File: src/rtl/qlmi_pkg.sv
//------------------------------------------------------------------------------
// qlmi_pkg
// shared types, codes and constants of the linear move interpolator
//------------------------------------------------------------------------------
package qlmi_pkg;

    localparam int QUEUE_DEPTH_DEF = 16;
    localparam int COORD_W         = 24;
    localparam int STEP_W          = 16;

    // input kinds
    localparam logic [1:0] KIND_TARGET = 2'd0;
    localparam logic [1:0] KIND_MOVE   = 2'd1;
    localparam logic [1:0] KIND_JOG    = 2'd2;

    // status codes
    localparam logic [1:0] ST_OK      = 2'd0;
    localparam logic [1:0] ST_DROPPED = 2'd1;
    localparam logic [1:0] ST_REACHED = 2'd2;

    // register indexes
    localparam logic [2:0] REG_MIN_X     = 3'd0;
    localparam logic [2:0] REG_MAX_X     = 3'd1;
    localparam logic [2:0] REG_MIN_Y     = 3'd2;
    localparam logic [2:0] REG_MAX_Y     = 3'd3;
    localparam logic [2:0] REG_MIN_Z     = 3'd4;
    localparam logic [2:0] REG_MAX_Z     = 3'd5;
    localparam logic [2:0] REG_MOVE_STEP = 3'd6;
    localparam logic [2:0] REG_JOG_STEP  = 3'd7;

    typedef struct packed {
        logic [1:0]         kind;
        logic signed [23:0] target_x;
        logic signed [23:0] target_y;
        logic signed [23:0] target_z;
        logic [2:0]         axis_mask;
        logic [5:0]         jog_keys;
    } in_item_t;

    typedef struct packed {
        logic signed [23:0] pos_x;
        logic signed [23:0] pos_y;
        logic signed [23:0] pos_z;
        logic [4:0]         pending;
        logic [1:0]         status;
    } out_item_t;

    // request / answer of the shared sqrt and divide unit
    typedef struct packed {
        logic        start;
        logic        is_div;
        logic [49:0] num;
        logic [25:0] den;
    } alu_req_t;

    typedef struct packed {
        logic        done;
        logic [49:0] quo;
    } alu_rsp_t;

endpackage

File: src/rtl/qlmi_alu.sv
//------------------------------------------------------------------------------
// qlmi_alu
// shared bit-serial unit: integer square root or unsigned division
//------------------------------------------------------------------------------
module qlmi_alu
(
    input  logic                clk,
    input  logic                rst_n,
    input  qlmi_pkg::alu_req_t  req,
    output qlmi_pkg::alu_rsp_t  rsp
);

    logic        busy_reg;
    logic        is_div_reg;
    logic [5:0]  cnt_reg;
    logic [49:0] num_reg;
    logic [50:0] rem_reg;
    logic [49:0] res_reg;
    logic [25:0] den_reg;
    logic        done_reg;

    logic [50:0] trial;
    logic [50:0] rem_sh;
    logic        fits;

    // one quotient or root bit per cycle
    always_comb
    begin
        if (is_div_reg)
        begin
            rem_sh = {rem_reg[49:0], num_reg[49]};
            trial  = {25'd0, den_reg};
        end
        else
        begin
            rem_sh = {rem_reg[48:0], num_reg[49:48]};
            trial  = {res_reg[48:0], 2'b01};
        end
        fits = rem_sh >= trial;
    end

    always_ff @(posedge clk or negedge rst_n)
    begin
        if (!rst_n)
        begin
            busy_reg <= 1'b0;
            done_reg <= 1'b0;
            cnt_reg  <= '0;
        end
        else
        begin
            done_reg <= 1'b0;
            if (req.start)
            begin
                busy_reg   <= 1'b1;
                is_div_reg <= req.is_div;
                num_reg    <= req.num;
                den_reg    <= req.den;
                rem_reg    <= '0;
                res_reg    <= '0;
                cnt_reg    <= req.is_div ? 6'd50 : 6'd25;
            end
            else if (busy_reg)
            begin
                rem_reg <= fits ? rem_sh - trial : rem_sh;
                res_reg <= {res_reg[48:0], fits};
                num_reg <= is_div_reg ? {num_reg[48:0], 1'b0} : {num_reg[47:0], 2'b00};
                cnt_reg <= cnt_reg - 6'd1;
                if (cnt_reg == 6'd1)
                begin
                    busy_reg <= 1'b0;
                    done_reg <= 1'b1;
                end
            end
        end
    end

    assign rsp.done = done_reg;
    assign rsp.quo  = res_reg;

endmodule

File: config.mk
export PLATFORM = sky130hd
export DESIGN_NAME = qlmi_alu
export DESIGN_NICKNAME = d
export VERILOG_FILES = /design/src/rtl/qlmi_pkg.sv /design/src/rtl/qlmi_alu.sv
export SDC_FILE = /design/constraint.sdc
export NUM_CORES = 1
export LEC_CHECK = 0
export BUFFER_PORTS_ARGS = -buffer_cell sky130_fd_sc_hd__buf_2
export CAP_MARGIN = 20
export CORE_ASPECT_RATIO = 0.5
export CORE_MARGIN = 1.5
export CORE_UTILIZATION = 45
export DETAILED_ROUTE_END_ITERATION = 8
export PLACE_DENSITY_LB_ADDON = 0.08
export SLEW_MARGIN = 20
export SYNTH_ARGS = -nofsm -noshare
export SYNTH_HDL_FRONTEND = slang
export SYNTH_SLANG_ARGS = --single-unit
export TNS_END_PERCENT = 1
File: constraint.sdc
create_clock -name clk -period 6.05 [get_ports clk]
set_input_delay 0.3025 -clock clk [delete_from_list [all_inputs] [get_ports clk]]
set_output_delay 0.3025 -clock clk [all_outputs]
set_load 0.02 [all_outputs]
==> flow_summary_export.csv <==
group,metric,value,unit
global_routing,grt_max_degree,99,
setup_path,arrival,5080,ps
sta,worst_slack,1120,ps
setup_path,startpoint_type,"register",
floorplan,die_h,123,um
yosys,synthFlopType,"edfxtp_1",
flow_run,drv_cap,0,
sta,setup_viol,0,
sta,maxSlewHeadroom,45.4,%
yosys,ys_seq_elements,185,
global_routing,antenna_found_initial,1,
setup_path,crit_path_top_delay_cell,"or4_1",
drt,drtPass1Iterations,5,
yosys,synth.distinct_cells,66,
sta,slew_violations,0,
yosys,netlist_area,12900,um^2
final_layout,nets,1513,
cts,cts_tree,"built",
final_layout,utilization,52.1,%
sta,fmax,0.203,GHz
place,place.gp.congestion,0.890,
place,dpl_cell_area,13900,um^2
power,max-vdd-ir-drop,0.226,mV
setup_path,path_max_fanout,98,
drt,antenna_left,0,
power,switching_share,38.4,%
sta,worst_pin_slew,819,ps
drt,dr_total_vias,10200,
hold_path,hold_class,"input pin to register",
final_layout,area_growth,12.9,%
floorplan,start_util,46.2,%
global_routing,gr-total-overflow,0,
floorplan,dieWidth,243,um
cts,root_buffer,"clkbuf_16",
cts,postCtsSetupRepairBufs,0,
final_layout,mostFrequentLayoutCells,"177 x edfxtp_1, 155 x mux2i_1, 131 x nor2_1",
yosys,avgSynthCellArea,10.0,um^2
setup_path,crit_start,"is_div_reg$_DFFE_PP_",
cts,clockBufferDepth,2,
place,pre_cts_slack,1190,ps
power,power_frac_clock,22.1,%
global_routing,grt_usage,22.1,%
setup_path,critPathKind,"register to register",
cts,clk_pin_slew,70,ps
sta,fin_crit,4930,ps
yosys,syn_nets,1425,
cts,cts.hold.buffers_added,13,
setup_path,crit_chain,"buf_12 > mux2_2 > ha_1 > nand4_2 > or4_1 > or4_1 > a21oi_1 > a31oi_1 > and3_1 > or4_1 > mux2i_1 > a2111oi_0",
yosys,synth_area_leaders,"edfxtp_1 41%, mux2i_1 12%, ha_1 5.1%",
sta,hold_viol_final,0,
drt,route.detailed.drc,0,
cts,numCtsBuffers,17,
power,seqPwrFrac,33.9,%
final_layout,final_common_cell,"edfxtp_1",
cts,clock_latency,460,ps
global_routing,grt_pass1_vias,9828,
drt,wirelength,32.2,mm
floorplan,ios,131,
yosys,synth_edf_count,177,
sta,rsz0062_at_grt,"no",
yosys,synth_seq_area_share,42.7,%
cts,numClockSinks,185,
cts,h-tree-depth,4,
sta,finalSetupTns,0,ps
setup_path,worstReg2RegStart,"is_div_reg$_DFFE_PP_",
status,status,"completed",
final_layout,fillers,2598,
floorplan,rows,43,
yosys,synth_top_area_cell,"edfxtp_1",
setup_path,worst-endpoint-required,6200,ps
floorplan,die-area,29800,um^2
sta,min_period_over_period,81.4,%
power,pwr-share-comb,44.0,%
yosys,synth_top_area_share,41.2,%
power,p_sw,0.00196,W
final_layout,finalInstanceArea,14600,um^2
final_layout,drive_gt1_share,17.4,%
global_routing,grt_pass1_wl,52.1,mm
sta,skew,12.1,ps
drt,routedWlPerCell,18.2,um
setup_path,critical_path.max_stage_delay,550,ps
cts,post_cts_resized,0,
power,p_int,0.00314,W
place,hpwl,22.8,mm
drt,vias_per_cell,5.76,
place,io_buffers,130,
yosys,synthArstFlopShare,4.32,%
power,p_per_area,349,nW/um^2
drt,dr.first_iter.drc_count,712,
power,power.leakage,6.27,nW
floorplan,core_area,28000,um^2
setup_path,cpMostUsedCell,"or4_1",
final_layout,antenna_cells,0,
hold_path,min_from,"req[25]",
yosys,yosysWarnings,0,
setup_path,endpoint_kind,"register",
yosys,syn-instance-count,1291,
## power by group through the flow
stage	registers, W	logic (W)	clock network [W]
after floorplan	0.00174	0.00165	0
after global placement	0.00175	0.00219	0
after detailed placement	0.00176	0.00220	0
after CTS	0.00173	0.00222	0.00115
after global routing	0.00175	0.00247	0.00120
final	0.00173	0.00224	0.00112
## metrics by stage
stage | std cells | total power, W | hold slack [ps]
2_1_floorplan | 1291 | 0.00339 | 6.91
3_3_place_gp | 1727 | 0.00394 | 441
3_5_place_dp | 1727 | 0.00396 | 437
4_1_cts | 1772 | 0.00510 | 0.0388
5_1_grt | 1774 | 0.00542 | 0.148
6_report | 1774 | 0.00509 | 22.3
## path summary, 6_finish.rpt
check                                            end  slack, ps  cells after the start
min                            den_reg[25]$_DFFE_PP_         20                      1
max in group asynchronous         busy_reg$_DFF_PN0_       4970                      2
min in group asynchronous     cnt_reg[1]$_DFFE_PN0N_        500                      2
max                        rem_reg[40]$_SDFFCE_PP0P_       1120                     12
max reg2reg                rem_reg[40]$_SDFFCE_PP0P_       1120                     12
min reg2reg                       done_reg$_DFF_PN0_        530                      1
## critical path: cells and delay by family (launching register included)
family / cells / cell delay, ps
AOI/OAI and AO/OA: 3 / 300
muxes: 2 / 590
and+or+nand+nor: 5 / 2260
buffers and inverters: 1 / 470
DFF: 1 / 440
adders and majority gates: 1 / 440
## cell type report
cell class | count | area [um^2] | share of cell area, %
multi-input combinational | 994 | 6950 | 47.7
sequential | 185 | 5520 | 37.9
timing repair buffer | 165 | 997 | 6.84
tap | 382 | 478 | 3.28
clock buffer | 19 | 433 | 2.97
clock inverter | 13 | 135 | 0.927
inverter | 16 | 60.1 | 0.412
## synthesized netlist by cell type (5+ instances only)
library cell,count
nand2_1,107
a2111oi_0,6
nand4_1,19
clkbuf_1,66
a21oi_1,68
and2_1,7
nor4_1,5
a21o_1,34
or4_1,6
edfxtp_1,177
and3_1,14
a31oi_1,9
ha_1,53
o31ai_1,5
mux2_2,49
inv_1,16
o21bai_1,9
a211oi_1,35
o21ai_0,93
dfrtp_1,8
xor2_1,17
mux2i_1,155
and4_1,5
buf_1,10
nand3_1,22
nand2b_1,30
or3_1,7
o21a_1,11
nor2b_1,7
buf_2,17
xnor2_1,23
nor3_1,12
nor2_1,131
## per-layer routing
layer | vias up | wire length (um) | track usage, %
li1 | 5009 | - | -
met1 | 4938 | 16300 | 31.8
met2 | 238 | 13800 | 33.5
met3 | 30 | 1700 | 5.12
met4 | 0 | 398 | 5.35
met5 | - | 0 | 0
## logic make-up after synthesis
logic type / share of synthesized area (%)
buf+inv: 3.47
xor+xnor: 2.71
mux: 16.3
compound gates: 15.5
fa+ha+maj: 5.29
flops: 42.7
simple gates: 14.1
Note: power is estimated with default switching activity, not from simulation.
